$ cat src/sv/dtti_pkg.sv
// Shared types and constants for the decimal text to integer converter.
package dtti_pkg;

  typedef logic [1:0] status_t;

  localparam status_t ST_OK        = 2'd0;
  localparam status_t ST_MALFORMED = 2'd1;
  localparam status_t ST_OVER64    = 2'd2;
  localparam status_t ST_RANGE     = 2'd3;

  localparam logic [7:0] CHAR_ZERO  = 8'h30;
  localparam logic [7:0] CHAR_NINE  = 8'h39;
  localparam logic [7:0] CHAR_PLUS  = 8'h2B;
  localparam logic [7:0] CHAR_MINUS = 8'h2D;

  // Largest magnitude that can take one more digit d without passing 2^64-1:
  // (2^64-1-d)/10, which only depends on whether d is above five.
  localparam logic [63:0] OVF_LIM_LOW_DIGIT  = 64'd1844674407370955161;
  localparam logic [63:0] OVF_LIM_HIGH_DIGIT = 64'd1844674407370955160;

  localparam logic [1:0] WCODE_8BYTE = 2'd3;

  // One accepted input beat.
  typedef struct packed {
    logic [7:0] char_code;
    logic       char_present;
    logic       last_char;
    logic [1:0] width_code;
    logic       is_signed_field;
  } item_t;

  // Gathered state of one finished text, handed to the result stage.
  typedef struct packed {
    logic [63:0] magnitude;
    logic        is_negative;
    logic        digit_seen;
    status_t     error_code;
    logic [1:0]  width_code;
    logic        is_signed_field;
  } snap_t;

endpackage

$ cat src/sv/dtti_accum.sv
// Character accumulator: sign, digit and overflow handling per text beat.
module dtti_accum (
  input  logic          clk,
  input  logic          rst,
  input  logic          item_valid,
  input  dtti_pkg::item_t item,
  output logic          item_stall,
  output logic          snap_valid,
  output dtti_pkg::snap_t snap,
  input  logic          snap_stall
);
  import dtti_pkg::*;

  logic [63:0] magnitude_acc, magnitude_acc_next;
  logic        is_negative, is_negative_next;
  logic        at_first_char, at_first_char_next;
  logic        digit_seen, digit_seen_next;
  status_t     error_code, error_code_next;

  logic [3:0]  digit;
  logic        is_digit;
  logic        is_sign;
  logic [63:0] ovf_lim;
  logic [63:0] times_ten_plus;
  logic        consume;

  // a last beat needs a free snapshot slot; other beats always go through
  assign item_stall = item_valid && item.last_char && snap_valid && snap_stall;
  assign consume    = item_valid && !item_stall;

  assign digit    = item.char_code[3:0];
  assign is_digit = item.char_code inside {[CHAR_ZERO:CHAR_NINE]};
  assign is_sign  = at_first_char &&
                    (item.char_code == CHAR_PLUS || item.char_code == CHAR_MINUS);
  assign ovf_lim  = (digit <= 4'd5) ? OVF_LIM_LOW_DIGIT : OVF_LIM_HIGH_DIGIT;
  // x*10 + d as shifts and adds
  assign times_ten_plus = {magnitude_acc[60:0], 3'b000} + {magnitude_acc[62:0], 1'b0}
                          + {60'd0, digit};

  always_comb begin
    magnitude_acc_next = magnitude_acc;
    is_negative_next   = is_negative;
    at_first_char_next = at_first_char;
    digit_seen_next    = digit_seen;
    error_code_next    = error_code;
    if (item.char_present && error_code == ST_OK) begin
      at_first_char_next = 1'b0;
      if (is_sign) begin
        is_negative_next = (item.char_code == CHAR_MINUS);
      end else if (!is_digit) begin
        error_code_next = ST_MALFORMED;
      end else if (magnitude_acc > ovf_lim) begin
        error_code_next = ST_OVER64;
      end else begin
        magnitude_acc_next = times_ten_plus;
        digit_seen_next    = 1'b1;
      end
    end
  end

  always_ff @(posedge clk) begin
    if (rst) begin
      magnitude_acc <= '0;
      is_negative   <= 1'b0;
      at_first_char <= 1'b1;
      digit_seen    <= 1'b0;
      error_code    <= ST_OK;
    end else if (consume) begin
      if (item.last_char) begin
        magnitude_acc <= '0;
        is_negative   <= 1'b0;
        at_first_char <= 1'b1;
        digit_seen    <= 1'b0;
        error_code    <= ST_OK;
      end else begin
        magnitude_acc <= magnitude_acc_next;
        is_negative   <= is_negative_next;
        at_first_char <= at_first_char_next;
        digit_seen    <= digit_seen_next;
        error_code    <= error_code_next;
      end
    end
  end

  always_ff @(posedge clk) begin
    if (rst) begin
      snap_valid <= 1'b0;
    end else if (consume && item.last_char) begin
      snap_valid <= 1'b1;
    end else if (!snap_stall) begin
      snap_valid <= 1'b0;
    end
  end

  always_ff @(posedge clk) begin
    if (consume && item.last_char) begin
      snap.magnitude       <= magnitude_acc_next;
      snap.is_negative     <= is_negative_next;
      snap.digit_seen      <= digit_seen_next;
      snap.error_code      <= error_code_next;
      snap.width_code      <= item.width_code;
      snap.is_signed_field <= item.is_signed_field;
    end
  end

endmodule

$ cat src/sv/dtti_finish.sv
// Result stage: range check, two's complement and field truncation.
module dtti_finish (
  input  logic            clk,
  input  logic            rst,
  input  logic            snap_valid,
  input  dtti_pkg::snap_t snap,
  output logic            snap_stall,
  output logic            out_valid,
  output logic [63:0]     field_value,
  output dtti_pkg::status_t status,
  input  logic            out_stall
);
  import dtti_pkg::*;

  logic [6:0]  field_bits;
  logic        full_width;
  logic [63:0] signed_lim;
  logic [63:0] unsigned_lim;
  logic        fits;
  status_t     status_next;
  logic [63:0] twos;
  logic [63:0] value_next;
  logic        take;

  assign snap_stall = out_valid && out_stall;
  assign take       = snap_valid && !snap_stall;

  assign field_bits   = 7'd8 << snap.width_code;
  assign full_width   = (snap.width_code == WCODE_8BYTE);
  assign signed_lim   = 64'd1 << (field_bits - 7'd1);
  // not used for the full 8 byte field
  assign unsigned_lim = 64'd1 << field_bits[5:0];

  always_comb begin
    if (snap.is_signed_field) begin
      fits = snap.is_negative ? (snap.magnitude <= signed_lim)
                              : (snap.magnitude < signed_lim);
    end else if (snap.is_negative) begin
      fits = (snap.magnitude == 64'd0);
    end else begin
      fits = full_width || (snap.magnitude < unsigned_lim);
    end
  end

  always_comb begin
    if (snap.error_code != ST_OK) begin
      status_next = snap.error_code;
    end else if (!snap.digit_seen) begin
      status_next = ST_MALFORMED;
    end else if (!fits) begin
      status_next = ST_RANGE;
    end else begin
      status_next = ST_OK;
    end
  end

  assign twos = snap.is_negative ? (~snap.magnitude + 64'd1) : snap.magnitude;

  always_comb begin
    if (status_next != ST_OK) begin
      value_next = '0;
    end else if (full_width) begin
      value_next = twos;
    end else begin
      value_next = twos & (unsigned_lim - 64'd1);
    end
  end

  always_ff @(posedge clk) begin
    if (rst) begin
      out_valid <= 1'b0;
    end else if (take) begin
      out_valid <= 1'b1;
    end else if (!out_stall) begin
      out_valid <= 1'b0;
    end
  end

  always_ff @(posedge clk) begin
    if (take) begin
      field_value <= value_next;
      status      <= status_next;
    end
  end

endmodule

$ cat src/sv/decimal_text_to_integer.sv
// Top level of the ASCII decimal text to binary integer converter.
//
// Usage: text arrives one character per beat on the input channel
// (in_valid / in_stall) with char_code, char_present and last_char. An
// optional leading '+' or '-' is followed by decimal digits. width_code and
// is_signed_field are taken from the beat that carries last_char.
// Only a last beat produces a result beat on the output channel
// (out_valid / out_stall): field_value holds the two's complement value cut
// to 1, 2, 4 or 8 bytes with upper bits zero, status is 0 ok, 1 malformed,
// 2 past 64 bits, 3 out of field range. field_value is zero on any error.
// A last beat passes through the input register, the accumulator snapshot
// and the result register before its result beat is shown.
// Throughput: one beat per cycle while no stall holds the flow; the
// multiply-by-ten is shifts and adds inside the accumulator stage, so
// nothing iterates.
// Reset (rst, synchronous) empties every stage and clears the accumulator.
// When the receiver stalls, the result register holds its beat; a stalled
// snapshot then blocks only the next last beat, while other characters keep
// flowing until every register ahead of the input is full.
module decimal_text_to_integer (
  input  logic        clk,
  input  logic        rst,
  input  logic        in_valid,
  output logic        in_stall,
  input  logic [7:0]  char_code,
  input  logic        char_present,
  input  logic        last_char,
  input  logic [1:0]  width_code,
  input  logic        is_signed_field,
  output logic        out_valid,
  input  logic        out_stall,
  output logic [63:0] field_value,
  output logic [1:0]  status
);
  import dtti_pkg::*;

  item_t   item;
  logic    item_valid;
  logic    item_stall;
  logic    snap_valid;
  snap_t   snap;
  logic    snap_stall;
  status_t status_q;

  // input register: free when empty or draining this cycle
  assign in_stall = item_valid && item_stall;

  always_ff @(posedge clk) begin
    if (rst) begin
      item_valid <= 1'b0;
    end else if (in_valid && !in_stall) begin
      item_valid <= 1'b1;
    end else if (!item_stall) begin
      item_valid <= 1'b0;
    end
  end

  always_ff @(posedge clk) begin
    if (in_valid && !in_stall) begin
      item.char_code       <= char_code;
      item.char_present    <= char_present;
      item.last_char       <= last_char;
      item.width_code      <= width_code;
      item.is_signed_field <= is_signed_field;
    end
  end

  dtti_accum u_accum (
    .clk        (clk),
    .rst        (rst),
    .item_valid (item_valid),
    .item       (item),
    .item_stall (item_stall),
    .snap_valid (snap_valid),
    .snap       (snap),
    .snap_stall (snap_stall)
  );

  dtti_finish u_finish (
    .clk         (clk),
    .rst         (rst),
    .snap_valid  (snap_valid),
    .snap        (snap),
    .snap_stall  (snap_stall),
    .out_valid   (out_valid),
    .field_value (field_value),
    .status      (status_q),
    .out_stall   (out_stall)
  );

  assign status = status_q;

endmodule

$ cat config.mk
export PLATFORM = sky130hd
export DESIGN_NAME = decimal_text_to_integer
export DESIGN_NICKNAME = d
export VERILOG_FILES = /design/src/sv/dtti_pkg.sv /design/src/sv/dtti_accum.sv /design/src/sv/dtti_finish.sv /design/src/sv/decimal_text_to_integer.sv
export SDC_FILE = /design/constraint.sdc
export NUM_CORES = 1
export LEC_CHECK = 0
export BUFFER_PORTS_ARGS = -buffer_cell sky130_fd_sc_hd__clkbuf_2
export CELL_PAD_IN_SITES_DETAIL_PLACEMENT = 1
export CELL_PAD_IN_SITES_GLOBAL_PLACEMENT = 1
export CORE_MARGIN = 4
export CORE_UTILIZATION = 49
export CTS_CLUSTER_DIAMETER = 150
export DETAILED_ROUTE_END_ITERATION = 10
export PLACE_DENSITY_LB_ADDON = 0.1
export SKIP_CTS_REPAIR_TIMING = 1
export SLEW_MARGIN = 10
export SYNTH_ARGS = -nofsm -noshare
export SYNTH_HDL_FRONTEND = slang
export SYNTH_SLANG_ARGS = --single-unit
export TNS_END_PERCENT = 20
$ cat constraint.sdc
create_clock -name clk -period 8.05 [get_ports clk]
set_clock_uncertainty 0.1 [all_clocks]
set_input_delay 0.4025 -clock clk [delete_from_list [all_inputs] [get_ports clk]]
set_output_delay 0.4025 -clock clk [all_outputs]
set_load 0.05 [all_outputs]
# Word-level counts from Yosys, hierarchy flattened
# Index checks and enable logic that the tools add are counted.
[totals]
ff_bits = 222
latch_bits = 0
mem_bits_rw = 0
mem_bits_ro = 0
in_bits = 17
elab_cells = 102
n_memories = 0
[op_classes]
addsub = 5
multipliers = 0
div_mod_pow = 0
n_lt_le_gt_ge = 7
eq_ne = 6
shift = 3
n_mux = 35
bitwise = 2
reduce_logical = 23
[ops]
columns = ["operator", "count"]
rows = [
  ["two-way mux 64 bit", 7],
  ["less-than comparator 64 bit", 2],
  ["adder 64 x 1 -> 64 bit (second input constant)", 1],
  ["adder 64 x 4 -> 64 bit", 1],
  ["adder 64 bit", 1],
  ["AND 64 bit", 1],
  ["> comparator 64 bit", 1],
  ["less-or-equal comparator 64 bit", 1],
  ["logical NOT 64 bit", 1],
  ["NOT 64 bit", 1],
  ["<< shifter 1 x 6 -> 64 bit (first input constant)", 1],
  ["<< shifter 1 x 7 -> 64 bit (first input constant)", 1],
  ["subtractor 64 x 1 -> 64 bit (second input constant)", 1],
  ["two-way mux 1 bit", 20],
  ["equality test 8 x 6 -> 1 bit (second input constant)", 2],
  ["two-way mux 2 bit", 8],
  ["logical AND 1 bit", 12],
  [">= comparator 8 x 6 -> 1 bit (second input constant)", 1],
  ["less-or-equal comparator 8 x 6 -> 1 bit (second input constant)", 1],
  ["<< shifter 4 x 2 -> 7 bit (first input constant)", 1],
  ["subtractor 7 x 1 -> 7 bit (second input constant)", 1],
  ["nonzero test 2 bit", 3],
  ["less-or-equal comparator 4 x 3 -> 1 bit (second input constant)", 1],
  ["!= test 2 x 1 -> 1 bit (second input constant)", 2],
  ["6 further kinds", 9],
]

# Logic depth before layout (Yosys ltp)
[depth]
ltp_word = 10
ltp_mapped = 15
ltp_nobuf = 13

# By module
# A second synthesis with hierarchy kept.
[unflattened]
hier_cells = 1516
hier_area_um2 = 14886.8
[by_module_without_submodules]
columns = ["module", "instances", "cells_per_inst", "area_per_inst_um2", "seq_area_each_um2"]
rows = [
  ["dtti_accum", 1, 1077, 10089.7, 3533.4],
  ["dtti_finish", 1, 421, 4360.4, 2001.9],
  ["decimal_text_to_integer", 1, 18, 436.7, 410.4],
]

# Worst setup path before layout
# No wires, ideal clock.
[synth_path]
path_type = "register to register"
from = "reg u_finish.out_valid"
to = "reg u_finish.field_value[0] (enable)"
setup_time_ps = 590
arrival_ps = 5322
required_time_ps = 7360
path_slack_ps = 2037
path_stages_with_launch = 2
n_path_buf = 0
synth_period_minus_slack_ps = 6013
cell_sequence = "dfxtp_1 > a21boi_0"
[synth_via]
elab_chain_len = 3
[synth_lines]
columns = ["item", "line", "source"]
rows = [
  ["start, declared", "dtti_finish.sv:8", "output logic out_valid,"],
  ["start signal, assigned", "dtti_finish.sv:71", "out_valid <= 1'b0;"],
  ["start signal, assigned", "dtti_finish.sv:73", "out_valid <= 1'b1;"],
  ["start signal, assigned", "dtti_finish.sv:75", "out_valid <= 1'b0;"],
  ["logical AND 1 bit", "dtti_finish.sv:25", "assign snap_stall = out_valid && out_stall;"],
  ["logical NOT 1 bit", "dtti_finish.sv:26", "assign take = snap_valid && !snap_stall;"],
  ["logical AND 1 bit", "dtti_finish.sv:26", ""],
  ["named net u_finish.take", "dtti_finish.sv:23", "logic take;"],
  ["end signal, assigned", "dtti_finish.sv:81", "field_value <= value_next;"],
  ["end, declared", "dtti_finish.sv:9", "output logic [63:0] field_value,"],
]
# The timed path passes the listed nets, and every way through them passes these cells.
# A chain may end at the register's enable or synchronous reset.

# Worst setup path after layout
[layout_path]
from = "reg u_accum.magnitude_acc[47]"
to = "reg, netlist name u_accum.snap[69]"
[layout_via]
elab_chain_len = 6
elab_cells_between_ends = 7
classes_between = "2 x add/sub; 1 x order compare; 4 x mux"
[layout_lines]
columns = ["item", "line", "source"]
rows = [
  ["start, declared", "dtti_accum.sv:14", "logic [63:0] magnitude_acc, magnitude_acc_next;"],
  ["start signal, assigned", "dtti_accum.sv:76", "magnitude_acc <= magnitude_acc_next;"],
  ["adder 64 bit", "dtti_accum.sv:37", "assign times_ten_plus = {magnitude_acc[60:0], 3'b000} + {magnitude_acc[62:0], 1'b0}"],
  ["adder 64 x 4 -> 64 bit", "dtti_accum.sv:38", "+ {60'd0, digit};"],
  ["two-way mux 64 bit *", "dtti_accum.sv:52", "end else if (magnitude_acc > ovf_lim) begin"],
  ["two-way mux 64 bit *", "dtti_accum.sv:50", "end else if (!is_digit) begin"],
  ["two-way mux 64 bit *", "dtti_accum.sv:48", "if (is_sign) begin"],
  ["two-way mux 64 bit *", "dtti_accum.sv:46", "if (item.char_present && error_code == ST_OK) begin"],
  ["named net u_accum.magnitude_acc_next[62]", "dtti_accum.sv:14", ""],
]
# The timed path passes the listed nets; every way through them passes the cells marked *.

==> out/summary.txt <==
Depth of the worst hold-timing path - 3
Cell leakage power - 6.85 nW
Crit Path Class - reg2reg
Yosys top cell by area - edfxtp_1
RSZ-0062 raised after global routing - false
Overall routed net length - 46,100 µm
Post-synth top area share - 30.2%
Slew @ Worst Pin - 1190 ps
Final Max Slew Viols - 0
Routed Antenna Nets - 0
Mean Syn Cell Area - 9.39 µm²
Status - finished, final reports clean
Grt total ovfl - 0
Final core utilization - 55.3%
Number of port buffers - 84
Starting density of the core - 50.0%
Synth warn - 0
Register bit total from synthesis - 222
# Max-Cap Violations - 0
Critical path peak fanout - 35
Pwr Density - 148 nW/µm²
Minimum clock period - 4580 ps
Post-placement cell area - 15,600 µm²
Initial drt markers - 898
FILL cells - 3,395
H-tree depth - 1
Synth Instances - 1,587
Full die area - 33,300 µm²
Clock Sinks - 222
Setup TNS - 0 ps
Count of cell types in the netlist - 68
Cell area after layout - 16,500 µm²
Sequential element share of the synthesized area - 39.9%
CTS tree - yes
Tot GR Track Use - 26.5%
Synth Net Count - 1,743
Die X - 182 µm
Num ports - 85
Synth cell count leaders - nand2_1, edfxtp_1, ha_1
Synthesized cell area - 14,900 µm²
Clk buf depth - 3
Global-route wire length before repair - 71,400 µm
Crit path capture type - flop
Fin Hold WS - 61.5 ps
Fmax - 218 MHz
Placeable Area - 29,800 µm²
Total CTS buffers - 23
CP arrival - 4740 ps
Die Ht - 182 µm
Antenna violations before repair - 1
Number of nets in the layout - 1,796
R2R setup slack - 3470 ps
Largest net degree at the start of global routing - 74
# DRC - 0
WL per Instance - 22.5 µm
Root buffer cell - clkbuf_16
Worst rel slew slack - 20.5%
Share of flip-flops with an asynchronous set or reset - 0%
Synth top area cells - edfxtp_1, ha_1, dfxtp_1
Clock Pin Slew Worst Setup and Hold Paths - 60 ps
Critical Path RT - 8200 ps
VDD IR max - 0.106 mV
P&R area growth vs syn - 10.6%
Vias per inst - 6.22
Most instantiated library cell after synthesis - nand2_1
Critical path startpoint category - flop
RD Place Congestion - 0.940
Synth Flop Type - edfxtp_1
Worst Hold Class - in2reg
Via Count - 12,736
Post-route clock period utilization - 56.9%
Final setup viols - 0
Rows - 63
Hold Violations, Final - 0
Hpwl dp - 34,800 µm
Vias in the first global route - 12,718
DR pass1 iterations - 5
Layout cell share with drive strength beyond 1 - 10.6%
Post-synth EDFFs - 150
Clk_lat worst skew - 520 ps
R2R cell count - 9
-- routing by layer --
layer / routed length [µm] / global-route usage (%) / vias to the layer above
met2: 20600 / 41.2 / 313
met5: 0 / 0 / -
li1: - / - / 6021
met1: 22200 / 39.4 / 6337
met4: 1250 / 7.21 / 0
met3: 2110 / 2.97 / 65
-- stage by stage --
stage	worst slack, ps	std cells	total power [mW]
2_1_floorplan	2040	1587	1.35
3_3_place_gp	3650	1992	1.38
3_5_place_dp	3510	1992	1.39
4_1_cts	3530	2033	2.45
5_1_grt	3170	2047	2.52
6_report	3470	2047	2.45
-- where the power goes --
group	switching [mW]	internal, mW
registers	0.0255	1.24
clock network	0.456	0.620
logic	0.0756	0.0330
-- worst paths after layout --
kind                             start                to
min reg2reg                    item[2]   u_accum.snap[2]
min                           in_valid        item_valid
max reg2reg  u_accum.magnitude_acc[47]  u_accum.snap[69]
max          u_accum.magnitude_acc[47]  u_accum.snap[69]
-- logic make-up (layout without fill, tap and decap cells) --
family                   count (synthesis)  after routing  synth area share, %
XOR/XNOR                               120            120                 7.05
buffers and inverters                  102            171                 2.76
multiplexers                            23             23                 1.73
adder cells (fa/ha/maj)                139            139                 11.8
flip-flops                             222            222                 39.9
AO/OA/AOI/OAI                          410            410                 18.3
AND/OR/NAND/NOR                        571            571                 18.4
other                                    0              1                    0
-- cells in the final DEF (no fill, tap or decap), drive strengths merged, types with 61 or more instances in the layout --
cell    netlist  layout
nand2       196     196
edfxtp      150     150
ha          137     137
o21ai        90      90
nor3         61      61
nor2        118     118
dfxtp        72      72
clkbuf       61     111
xor2         83      83
a21oi       105     105
-- cell type report --
type	count	area, µm²	area share, %
flip-flops and latches	222	5950	36.1
repair buffers	105	611	3.71
clock buffers	27	622	3.77
clock inverters	14	130	0.790
multi-input cells	1263	8580	52.1
inverters	25	93.8	0.570
diodes	1	2.50	0.0152
well taps	390	488	2.96
-- flip-flops by register name, indices dropped and copies added (netlist names) --
name / cells
u_finish.status: 2
u_finish.field_value: 64
u_accum.error_code: 2
u_accum.is_negative: 1
u_accum.magnitude_acc: 64
item: 13
u_accum.snap_valid: 1
u_accum.digit_seen: 1
item_valid: 1
u_finish.out_valid: 1
u_accum.snap: 71
u_accum.at_first_char: 1
-- worst max-delay path: stages (launching register included) --
cell and delay [ps]:
dfxtp_1 450, or4bb_1 500, nor4_1 520, nand4_1 150, o311a_1 390, a21oi_1 450, nand2b_2 620, buf_4 470
o31ai_1 120, or4_1 520
No activity file was read; power rests on OpenSTA's default activity.
